$ cat src/hdl/ice_pkg.sv
`default_nettype none
package ice_pkg;

  typedef enum logic {
    KIND_DATA   = 1'b0,
    KIND_FINISH = 1'b1
  } kind_e;

  // one entry of the front-to-back queue
  typedef struct packed {
    logic       fin;
    logic [7:0] data;
  } cmd_t;

  localparam logic [15:0] CrcPoly = 16'h1021;
  localparam logic [15:0] CrcInit = 16'hFFFF;

  function automatic logic [31:0] ror32(input logic [31:0] x, input int unsigned n);
    ror32 = (x >> n) | (x << (32 - n));
  endfunction

  function automatic logic [31:0] round_k(input logic [5:0] i);
    logic [31:0] k [64];
    k = '{
      32'h428a2f98,32'h71374491,32'hb5c0fbcf,32'he9b5dba5,32'h3956c25b,32'h59f111f1,
      32'h923f82a4,32'hab1c5ed5,32'hd807aa98,32'h12835b01,32'h243185be,32'h550c7dc3,
      32'h72be5d74,32'h80deb1fe,32'h9bdc06a7,32'hc19bf174,32'he49b69c1,32'hefbe4786,
      32'h0fc19dc6,32'h240ca1cc,32'h2de92c6f,32'h4a7484aa,32'h5cb0a9dc,32'h76f988da,
      32'h983e5152,32'ha831c66d,32'hb00327c8,32'hbf597fc7,32'hc6e00bf3,32'hd5a79147,
      32'h06ca6351,32'h14292967,32'h27b70a85,32'h2e1b2138,32'h4d2c6dfc,32'h53380d13,
      32'h650a7354,32'h766a0abb,32'h81c2c92e,32'h92722c85,32'ha2bfe8a1,32'ha81a664b,
      32'hc24b8b70,32'hc76c51a3,32'hd192e819,32'hd6990624,32'hf40e3585,32'h106aa070,
      32'h19a4c116,32'h1e376c08,32'h2748774c,32'h34b0bcb5,32'h391c0cb3,32'h4ed8aa4a,
      32'h5b9cca4f,32'h682e6ff3,32'h748f82ee,32'h78a5636f,32'h84c87814,32'h8cc70208,
      32'h90befffa,32'ha4506ceb,32'hbef9a3f7,32'hc67178f2};
    round_k = k[i];
  endfunction

  function automatic logic [31:0] init_hash(input logic [2:0] i);
    logic [31:0] h [8];
    h = '{32'h6a09e667,32'hbb67ae85,32'h3c6ef372,32'ha54ff53a,
          32'h510e527f,32'h9b05688c,32'h1f83d9ab,32'h5be0cd19};
    init_hash = h[i];
  endfunction

endpackage
`default_nettype wire

$ cat src/hdl/ice_if.sv
`default_nettype none
interface ice_in_if;
  logic       valid;
  logic       ready;
  logic       kind;
  logic [7:0] data_byte;
  modport source (output valid, kind, data_byte, input ready);
  modport sink   (input valid, kind, data_byte, output ready);
endinterface

interface ice_out_if;
  logic        valid;
  logic        ready;
  logic [1:0]  word_index;
  logic [63:0] digest_word;
  logic [15:0] sum_result;
  logic [15:0] crc_result;
  logic        last;
  modport source (output valid, word_index, digest_word, sum_result, crc_result, last,
                  input ready);
  modport sink   (input valid, word_index, digest_word, sum_result, crc_result, last,
                  output ready);
endinterface
`default_nettype wire

$ cat src/hdl/image_checksum_engine.sv
`default_nettype none
// Byte-stream checksum engine: each data item absorbs one byte into a 16-bit
// sum, CRC-16/CCITT-FALSE and SHA-256; a finish item pads the message and
// yields four result items (64 digest bits each, plus sum and CRC, last on
// the fourth). Bytes are taken one per cycle into a two-entry queue and a
// 64-byte shift register. The 64th byte of a block starts a compression in
// the single shared round unit: the rounds, then an add into the chaining
// value; meanwhile intake stops once the queue is full. A finish item
// moves to padding, which shifts in one pad byte per cycle until the block
// is full (64 minus the bytes held) and then compresses it; when 56 or more
// bytes were held a second block of zeros and length follows (another 64
// pad bytes and a compression). The four result items then follow, each
// held until the receiver takes it.
module image_checksum_engine
  import ice_pkg::*;
(
  input  wire logic clk_i,
  input  wire logic rst_ni,
  ice_in_if.sink    in_i,
  ice_out_if.source out_o
);

  cmd_t cmd;
  logic cmd_valid, cmd_ready;

  ice_front u_front (
    .clk_i, .rst_ni, .in_i,
    .cmd_o(cmd), .cmd_valid_o(cmd_valid), .cmd_ready_i(cmd_ready)
  );

  ice_back u_back (
    .clk_i, .rst_ni,
    .cmd_i(cmd), .cmd_valid_i(cmd_valid), .cmd_ready_o(cmd_ready), .out_o
  );

endmodule
`default_nettype wire

$ cat src/hdl/ice_front.sv
`default_nettype none
module ice_front
  import ice_pkg::*;
(
  input  wire logic clk_i,
  input  wire logic rst_ni,
  ice_in_if.sink    in_i,
  output cmd_t      cmd_o,
  output logic      cmd_valid_o,
  input  wire logic cmd_ready_i
);

  // two-entry queue decouples intake from the hash engine
  cmd_t       mem_q [2];
  logic       wptr_q, rptr_q;
  logic [1:0] cnt_q;
  logic       push, pop;

  assign in_i.ready  = (cnt_q != 2'd2);
  assign push        = in_i.valid && in_i.ready;
  assign cmd_valid_o = (cnt_q != 2'd0);
  assign pop         = cmd_valid_o && cmd_ready_i;
  assign cmd_o       = mem_q[rptr_q];

  always_ff @(posedge clk_i) begin
    if (push) begin
      mem_q[wptr_q] <= '{fin: (in_i.kind == KIND_FINISH), data: in_i.data_byte};
    end
  end

  always_ff @(posedge clk_i or negedge rst_ni) begin
    if (!rst_ni) begin
      wptr_q <= 1'b0;
      rptr_q <= 1'b0;
      cnt_q  <= 2'd0;
    end else begin
      if (push) wptr_q <= ~wptr_q;
      if (pop)  rptr_q <= ~rptr_q;
      cnt_q <= cnt_q + {1'b0, push} - {1'b0, pop};
    end
  end

endmodule
`default_nettype wire

$ cat src/hdl/ice_back.sv
`default_nettype none
module ice_back
  import ice_pkg::*;
(
  input  wire logic  clk_i,
  input  wire logic  rst_ni,
  input  wire cmd_t  cmd_i,
  input  wire logic  cmd_valid_i,
  output logic       cmd_ready_o,
  ice_out_if.source  out_o
);

  typedef enum logic [2:0] {
    S_IDLE, S_PAD, S_ROUND, S_ADD, S_EMIT
  } state_e;

  state_e       state_q;
  logic [511:0] msg_q;     // byte shift register, oldest byte at the top
  logic [5:0]   fill_q;
  logic [63:0]  bitlen_q;
  logic [15:0]  sum_q, crc_q;
  logic [31:0]  h_q [8];
  logic [31:0]  v_q [8];
  logic [31:0]  w_q [16];
  logic [5:0]   rnd_q;
  logic         final_q;   // compression belongs to a finish
  logic         second_q;  // length block still to follow
  logic         pad80_q;   // next pad byte is the 0x80 marker
  logic         ovf_q;     // current pad block carries no length
  logic [1:0]   idx_q;
  logic         ovalid_q;

  // crc of one byte, eight shift steps
  logic [15:0] crc_next;
  always_comb begin
    crc_next = crc_q ^ {cmd_i.data, 8'h00};
    for (int b = 0; b < 8; b++) begin
      crc_next = crc_next[15] ? ((crc_next << 1) ^ CrcPoly) : (crc_next << 1);
    end
  end

  // byte entering the shift register: message byte or pad byte
  logic         byte_en;
  logic [7:0]   byte_in;
  logic [511:0] msg_next;
  always_comb begin
    byte_en = 1'b0;
    byte_in = cmd_i.data;
    if (state_q == S_IDLE) begin
      byte_en = cmd_valid_i && !cmd_i.fin;
    end else if (state_q == S_PAD) begin
      byte_en = 1'b1;
      if (pad80_q) begin
        byte_in = 8'h80;
      end else if (fill_q >= 6'd56 && !ovf_q) begin
        byte_in = bitlen_q[{~fill_q[2:0], 3'b000} +: 8];
      end else begin
        byte_in = 8'h00;
      end
    end
  end
  assign msg_next = {msg_q[503:0], byte_in};

  // one sha-256 round plus message schedule step
  logic [31:0] wt, s0, s1, wnew, t1, t2, ea, aa;
  always_comb begin
    wt = w_q[0];
    s0 = ror32(w_q[1], 7) ^ ror32(w_q[1], 18) ^ (w_q[1] >> 3);
    s1 = ror32(w_q[14], 17) ^ ror32(w_q[14], 19) ^ (w_q[14] >> 10);
    wnew = w_q[0] + s0 + w_q[9] + s1;
    ea = v_q[4];
    aa = v_q[0];
    t1 = v_q[7] + (ror32(ea, 6) ^ ror32(ea, 11) ^ ror32(ea, 25))
       + ((ea & v_q[5]) ^ (~ea & v_q[6])) + round_k(rnd_q) + wt;
    t2 = (ror32(aa, 2) ^ ror32(aa, 13) ^ ror32(aa, 22))
       + ((aa & v_q[1]) ^ (aa & v_q[2]) ^ (v_q[1] & v_q[2]));
  end

  assign cmd_ready_o       = (state_q == S_IDLE);
  assign out_o.valid       = ovalid_q;
  assign out_o.word_index  = idx_q;
  assign out_o.digest_word = {h_q[{idx_q, 1'b0}], h_q[{idx_q, 1'b1}]};
  assign out_o.sum_result  = sum_q;
  assign out_o.crc_result  = crc_q;
  assign out_o.last        = (idx_q == 2'd3);

  // block shift register and schedule window
  always_ff @(posedge clk_i) begin
    if (byte_en) begin
      msg_q <= msg_next;
      if (fill_q == 6'd63) begin
        for (int i = 0; i < 16; i++) w_q[i] <= msg_next[511-32*i -: 32];
        for (int i = 0; i < 8; i++) v_q[i] <= h_q[i];
      end
    end else if (state_q == S_ROUND) begin
      for (int i = 0; i < 15; i++) w_q[i] <= w_q[i+1];
      w_q[15] <= wnew;
      v_q[7] <= v_q[6]; v_q[6] <= v_q[5]; v_q[5] <= v_q[4];
      v_q[4] <= v_q[3] + t1;
      v_q[3] <= v_q[2]; v_q[2] <= v_q[1]; v_q[1] <= v_q[0];
      v_q[0] <= t1 + t2;
    end
  end

  // control, counters and chaining value
  always_ff @(posedge clk_i or negedge rst_ni) begin
    if (!rst_ni) begin
      state_q  <= S_IDLE;
      fill_q   <= '0;
      bitlen_q <= '0;
      sum_q    <= '0;
      crc_q    <= CrcInit;
      for (int i = 0; i < 8; i++) h_q[i] <= init_hash(3'(i));
      rnd_q    <= '0;
      final_q  <= 1'b0;
      second_q <= 1'b0;
      pad80_q  <= 1'b0;
      ovf_q    <= 1'b0;
      idx_q    <= '0;
      ovalid_q <= 1'b0;
    end else begin
      unique case (state_q)
        S_IDLE: begin
          if (cmd_valid_i) begin
            if (cmd_i.fin) begin
              state_q  <= S_PAD;
              final_q  <= 1'b1;
              pad80_q  <= 1'b1;
              ovf_q    <= (fill_q >= 6'd56);
              second_q <= (fill_q >= 6'd56);
            end else begin
              sum_q    <= sum_q + {8'h00, cmd_i.data};
              crc_q    <= crc_next;
              bitlen_q <= bitlen_q + 64'd8;
              fill_q   <= fill_q + 6'd1;
              if (fill_q == 6'd63) begin
                state_q <= S_ROUND;
                rnd_q   <= '0;
                final_q <= 1'b0;
              end
            end
          end
        end
        S_PAD: begin
          pad80_q <= 1'b0;
          fill_q  <= fill_q + 6'd1;
          if (fill_q == 6'd63) begin
            state_q <= S_ROUND;
            rnd_q   <= '0;
          end
        end
        S_ROUND: begin
          rnd_q <= rnd_q + 6'd1;
          if (rnd_q == 6'd63) state_q <= S_ADD;
        end
        S_ADD: begin
          for (int i = 0; i < 8; i++) h_q[i] <= h_q[i] + v_q[i];
          if (!final_q) begin
            state_q <= S_IDLE;
          end else if (second_q) begin
            second_q <= 1'b0;
            ovf_q    <= 1'b0;
            state_q  <= S_PAD;
          end else begin
            state_q  <= S_EMIT;
            idx_q    <= '0;
            ovalid_q <= 1'b1;
          end
        end
        S_EMIT: begin
          if (out_o.ready) begin
            idx_q <= idx_q + 2'd1;
            if (idx_q == 2'd3) begin
              ovalid_q <= 1'b0;
              state_q  <= S_IDLE;
              fill_q   <= '0;
              bitlen_q <= '0;
              sum_q    <= '0;
              crc_q    <= CrcInit;
              final_q  <= 1'b0;
              ovf_q    <= 1'b0;
              for (int i = 0; i < 8; i++) h_q[i] <= init_hash(3'(i));
            end
          end
        end
        default: state_q <= S_IDLE;
      endcase
    end
  end

endmodule
`default_nettype wire

$ cat src/flat_wrapper.sv
// flat-port wrapper written by rule: the top's interface ports become plain ports
module image_checksum_engine_flat import ice_pkg::*;
  (clk_i, rst_ni, in_i_valid, in_i_kind, in_i_data_byte, in_i_ready, out_o_valid, out_o_word_index, out_o_digest_word, out_o_sum_result, out_o_crc_result, out_o_last, out_o_ready);
  ice_in_if in_i_i ();
  ice_out_if out_o_i ();
  input  wire logic clk_i;
  input  wire logic rst_ni;
  input wire logic [$bits(in_i_i.valid)-1:0] in_i_valid;
  input wire logic [$bits(in_i_i.kind)-1:0] in_i_kind;
  input wire logic [$bits(in_i_i.data_byte)-1:0] in_i_data_byte;
  output wire logic [$bits(in_i_i.ready)-1:0] in_i_ready;
  output wire logic [$bits(out_o_i.valid)-1:0] out_o_valid;
  output wire logic [$bits(out_o_i.word_index)-1:0] out_o_word_index;
  output wire logic [$bits(out_o_i.digest_word)-1:0] out_o_digest_word;
  output wire logic [$bits(out_o_i.sum_result)-1:0] out_o_sum_result;
  output wire logic [$bits(out_o_i.crc_result)-1:0] out_o_crc_result;
  output wire logic [$bits(out_o_i.last)-1:0] out_o_last;
  input wire logic [$bits(out_o_i.ready)-1:0] out_o_ready;
  assign in_i_i.valid = in_i_valid;
  assign in_i_i.kind = in_i_kind;
  assign in_i_i.data_byte = in_i_data_byte;
  assign in_i_ready = in_i_i.ready;
  assign out_o_valid = out_o_i.valid;
  assign out_o_word_index = out_o_i.word_index;
  assign out_o_digest_word = out_o_i.digest_word;
  assign out_o_sum_result = out_o_i.sum_result;
  assign out_o_crc_result = out_o_i.crc_result;
  assign out_o_last = out_o_i.last;
  assign out_o_i.ready = out_o_ready;
  image_checksum_engine u_core (.clk_i(clk_i), .rst_ni(rst_ni), .in_i(in_i_i), .out_o(out_o_i));
endmodule
$ cat config.mk
export PLATFORM = sky130hd
export DESIGN_NAME = image_checksum_engine_flat
export DESIGN_NICKNAME = d
export VERILOG_FILES = /design/src/hdl/ice_pkg.sv /design/src/hdl/ice_if.sv /design/src/hdl/image_checksum_engine.sv /design/src/hdl/ice_front.sv /design/src/hdl/ice_back.sv /design/src/flat_wrapper.sv
export SDC_FILE = /design/constraint.sdc
export NUM_CORES = 2
export LEC_CHECK = 0
export BUFFER_PORTS_ARGS = -buffer_cell sky130_fd_sc_hd__buf_2
export CORE_MARGIN = 10
export CORE_UTILIZATION = 35
export DETAILED_ROUTE_END_ITERATION = 12
export SLEW_MARGIN = 40
export SYNTH_ARGS = -nofsm -noshare
export SYNTH_HDL_FRONTEND = slang
export SYNTH_SLANG_ARGS = --single-unit
$ cat constraint.sdc
create_clock -name clk_i -period 35.2 [get_ports clk_i]
set_input_delay 7.04 -clock clk_i [delete_from_list [all_inputs] [get_ports clk_i]]
set_output_delay 7.04 -clock clk_i [all_outputs]
set_load 0.01 [all_outputs]
Word-level counts from Yosys, hierarchy flattened. Memory sizes are Yosys's and may differ from the RTL's. Cells that the tools add are included.

Bitwise operators: 66. Equality and inequality tests: 18. Reduce and logical (&&, ||, !) cells: 26. Order comparisons: 4. Add/subtract/negate cells: 25. Shift operators: 1. Muxes and demuxes: 113.

Operator list (number): $mux 32 (30); $add 32x32->32 (18); $mux 256 (2); $pmux 256 s2 (1); $xor 32x32->32 (9); $mux 64 (4); $bmux 32 s3 (2); $and 32x32->32 (5); $mux 16 (8); $pmux 64 s2 (1); $mux 13 (8); $add 64x4->64 const B (1); $pmux 16 s2 (2); $shiftx 64x7->8 (1); $mux 6 (7); $pmux 6 s3 (2); $mux 8 (4); $not 32->32 (1); $or 10x32->32 (1); $or 13x32->32 (1); $or 14x32->32 (1); $or 15x32->32 (1); $or 19x32->32 (1); $or 21x32->32 (1); other kinds (44) (141).

Flip-flop bits (word level): 882. Memories kept: 4. Output and inout port bits: 101. Bits of input ports: 13. ROM bits: 2048. Logic and storage cells: 281. RAM bits: 786.

Memories: (name not given) (depth 64, width 32, read ports 1, clocked after Yosys merged registers in 0, write ports 0, line ice_pkg.sv:36) `round_k = k[i];`; u_core.u_back.w_q (depth 16, width 32, read ports 16, clocked after Yosys merged registers in 0, write ports 16, line ice_back.sv:24) `logic [31:0] w_q [16];`; u_core.u_back.v_q (depth 8, width 32, read ports 8, clocked after Yosys merged registers in 0, write ports 8, line ice_back.sv:23) `logic [31:0] v_q [8];`; u_core.u_front.mem_q (depth 2, width 9, read ports 1, clocked after Yosys merged registers in 0, write ports 1, line ice_front.sv:14) `cmd_t mem_q [2];`.

Longest topological paths before layout. An unclocked memory read counts as a cell.

Word-level depth: 21. Gate-level depth with buffers: 41. Gate-level depth less buffers: 40.

Hierarchy. From an unflattened synthesis, not the netlist that was laid out.

Cells, all modules: 8887. Area total of the unflattened synthesis: 92906.6 um^2.

By module, submodules not included: ice_back (cells each 8842, area an instance 92060.8 um^2, instances 1); ice_front (cells each 45, area an instance 845.8 um^2, instances 1).

Least setup slack after synthesis. No wires, ideal clock.

Path kind: flip-flop to flip-flop. Start point: register u_core.u_back.state_q[2]. End point: memory u_core.u_back.v_q[0][0] (enable). Arrival: 30056 ps. Slack: 3971 ps. Stages on the path, launching flop included: 10. Data required time: 34026 ps. Path through: dfrtp_1 > clkbuf_1 > nor4_1 > nand2b_1 > clkbuf_1 > nand2_1 > nand2_1 > clkbuf_1 > clkbuf_1 > nand2_1.

RTL lines: from (decl) (line ice_back.sv:17) `state_e state_q;`; from (signal assigned) (line ice_back.sv:108) `state_q <= S_IDLE;`; from (signal assigned) (line ice_back.sv:126) `state_q <= S_PAD;`; from (signal assigned) (line ice_back.sv:137) `state_q <= S_ROUND;`; to (decl) (line ice_back.sv:23).

==> results.tsv <==
metric	value	unit
sequential share of the synthesized area	0.519	
Die Wd	535	µm
IO Pins	114	
RSZ-0062 raised after global routing	false	
Chip Height	535	µm
period utilization	0.305	
Tmin final	10750	ps
final wirelength	286000	µm
Post-DRT Antenna Nets	0	
port bufs	113	
detailed placer's ending HPWL	205000	µm
Post CTS Setup Buffer Count	0	
leakage power	0.0410	µW
syn_area_per_cell	10.4	µm²
Most used DFF post-synth	edfxtp_1	
DRC	0	
Layout Skew	96.9	ps
CP endpoint kind	register	
worst r2r src	u_core.u_back.rnd_q[1]	
largest net degree at the start of global routing	151	
top-count cell post-synth	nand2_1	
PwrDens	82.3	nW/µm²
Final Hold Vio Count	0	
Mapped Area	93000	µm²
cell taking the most area after synthesis	edfxtp_1	
Cell Rows	189	
Resized Gates After CTS	0	
switch share	0.381	
total of warnings raised by yosys	0	
core area	265000	µm²
status	finished clean	
Logic pwr share	0.392	
post-synth top area share	0.417	
first drt pass iteration count	6	
via/cell ratio	5.39	
Nets	9514	
Async S/R FF share, synth	0.225	
first-pass GRT wire length	427000	µm
GRT overflow	0	
Finish-stage setup viols	0	
CTS clk-pin slew, worst paths	70	ps
part of the power in registers	0.376	
HP Class	reg -> reg	
CTS tree	built	
Initial Util	0.351	
H-tree depth	4	
Crit path max-delay family	adder cells	
vias in the first global route	66900	
DR iter-0 viols	6391	
Area contributors post-synth	edfxtp_1 (42%), nand2_1 (9.9%), dfrtp_1 (6.0%)	
die area	287000	µm²
critical path's most frequent cell	fa_1	
clk_lat worst skew	880	ps
critical path class	reg -> reg	
Post-CTS Hold Buffers	0	
Sink Count	1665	
Post-synth top cells	nand2_1 (2445), edfxtp_1 (1290), o21ai_0 (548)	
Slew Limit Fails	0	
initial antenna violation count	12	
Worst EP arrival	11340	ps
GRT Overall Usage	0.192	
GP Congestion	0.938	
max frequency	93.0	MHz
max_slew headroom	0.419	
Int Power	5280	µW
peak supply drop	0.0000657	V
clock network fraction of total power	0.232	
setup TNS	0	ps
Worst Hold Launch	u_core.u_back.msg_q[154]	
Max-Cap Viols	0	
EDFF count, synth	1290	
crit-path max cell delay	830	ps
crit-path max FO	19	
CP Launch Type	register	
CTS buffer count	187	
layout cells sized above 1	0.0937	
root buf cell	clkbuf_16	
Critical Path Source	u_core.u_back.rnd_q[1]	
Critical Path RT	35790	ps
cell count after synthesis	8909	
via count	67900	
Slew @ Worst Pin	870	ps
P&R area growth vs syn	11.4	%
Post-Syn Nets	9525	
switching power	3250	µW
drt wl/cell	22.8	µm
maximum root-to-sink buffer count	4	
slowest stage cell, crit path	ha_1	
Yosys reg bits	1665	
CP Buf/Inv Count	4	
Synth cell types	104	
Hold Slack	411	ps
worst reg2reg max path, delay by kind of cell, from the launching register on:
family	cells	cell delay (ps)
adder cells (fa/ha/maj)	8	3870
AO/OA/AOI/OAI	17	3410
AND/OR/NAND/NOR	6	1060
flip-flops	1	810
buffers and inverters	4	590
XOR/XNOR	2	470
multiplexers	1	270
metrics by stage:
step | cell area, µm² | worst slack, ps | cells | power (µW) | util
after floorplan | 93000 | 3970 | 8909 | 5660 | -
after global placement | 97300 | 24450 | 12200 | 6440 | 0.367
after detailed placement | 97400 | 24490 | 12200 | 6520 | 0.368
after CTS | 104000 | 24480 | 12600 | 8530 | 0.391
after global routing | 104000 | 23910 | 12600 | 9060 | 0.391
final | 104000 | 24450 | 12600 | 8530 | 0.391
worst paths after layout:
check                                                    end  slack [ps]  cells after the start
setup / recovery                    u_core.u_back.v_q[0][30]       24450                     38
setup reg to reg                    u_core.u_back.v_q[0][30]       24450                     38
min in group asynchronous             u_core.u_back.h_q[193]        6180                      1
hold reg to reg                     u_core.u_back.msg_q[162]         410                      0
hold / removal                      u_core.u_back.msg_q[162]         410                      0
max in group asynchronous  u_core.u_back.out_o.sum_result[1]       26670                      4
cells by family (layout without fill, tap and decap cells):
logic type / after synthesis / after routing / synth area share
AOI/OAI and AO/OA: 1690 / 1690 / 0.112
xor gates and xnor gates: 667 / 667 / 0.0628
DFF: 1665 / 1665 / 0.519
adders and majority gates: 607 / 607 / 0.0974
muxes: 140 / 140 / 0.0270
other: 0 / 2 / 0
and+or+nand+nor: 3415 / 3415 / 0.152
buffers and inverters: 725 / 864 / 0.0296
per-layer routing:
| metal | share of wire | GRT usage | up-vias |
|---|---|---|---|
| met5 | 0.000098 | 0 | - |
| met4 | 0.034 | 0.0621 | 4 |
| met2 | 0.45 | 0.301 | 2446 |
| li1 | - | - | 31000 |
| met1 | 0.45 | 0.276 | 33900 |
| met3 | 0.068 | 0.0269 | 467 |
layout by cell type, fill, tap and decap left out, drive strengths merged, types with 141 or more instances in the layout:
cell	instances
dfrtp	223
a21o	184
inv	318
nand3	141
xnor2	399
edfxtp	1290
dfstp	152
fa	196
a21oi	503
ha	407
nor2	387
o21ai	557
buf	210
xor2	268
clkbuf	232
nand2	2445
sequential cells by signal (all words and copies together) (netlist names), 6 cells and up:
register                        count
u_core.u_back.msg_q               504
u_core.u_front.mem_q               18
u_core.u_back.out_o.sum_result     16
u_core.u_back.v_q                 256
u_core.u_back.rnd_q                 6
u_core.u_back.w_q                 512
u_core.u_back.fill_q                6
u_core.u_back.out_o.crc_result     16
u_core.u_back.bitlen_q             61
u_core.u_back.h_q                 256
power by group through the flow:
stage                     Combinational [µW]  Clock (µW)  Sequential [µW]
final                                   3340        1980             3210
after global routing                    3710        2100             3260
after CTS                               3310        2020             3200
after detailed placement                3290           0             3230
after global placement                  3220           0             3220
after floorplan                         2440           0             3230
area by class of cell:
cell class / instances / area (µm²)
inverter: 314 / 1180
multi-input combinational: 6519 / 42000
timing repair buffer: 211 / 1600
clock inverter: 108 / 1120
antenna: 2 / 5.00
clock buffer: 231 / 4980
tap: 3533 / 4420
fill: 25700 / 161000
sequential: 1665 / 48300
(Power assumes the default switching activity.)
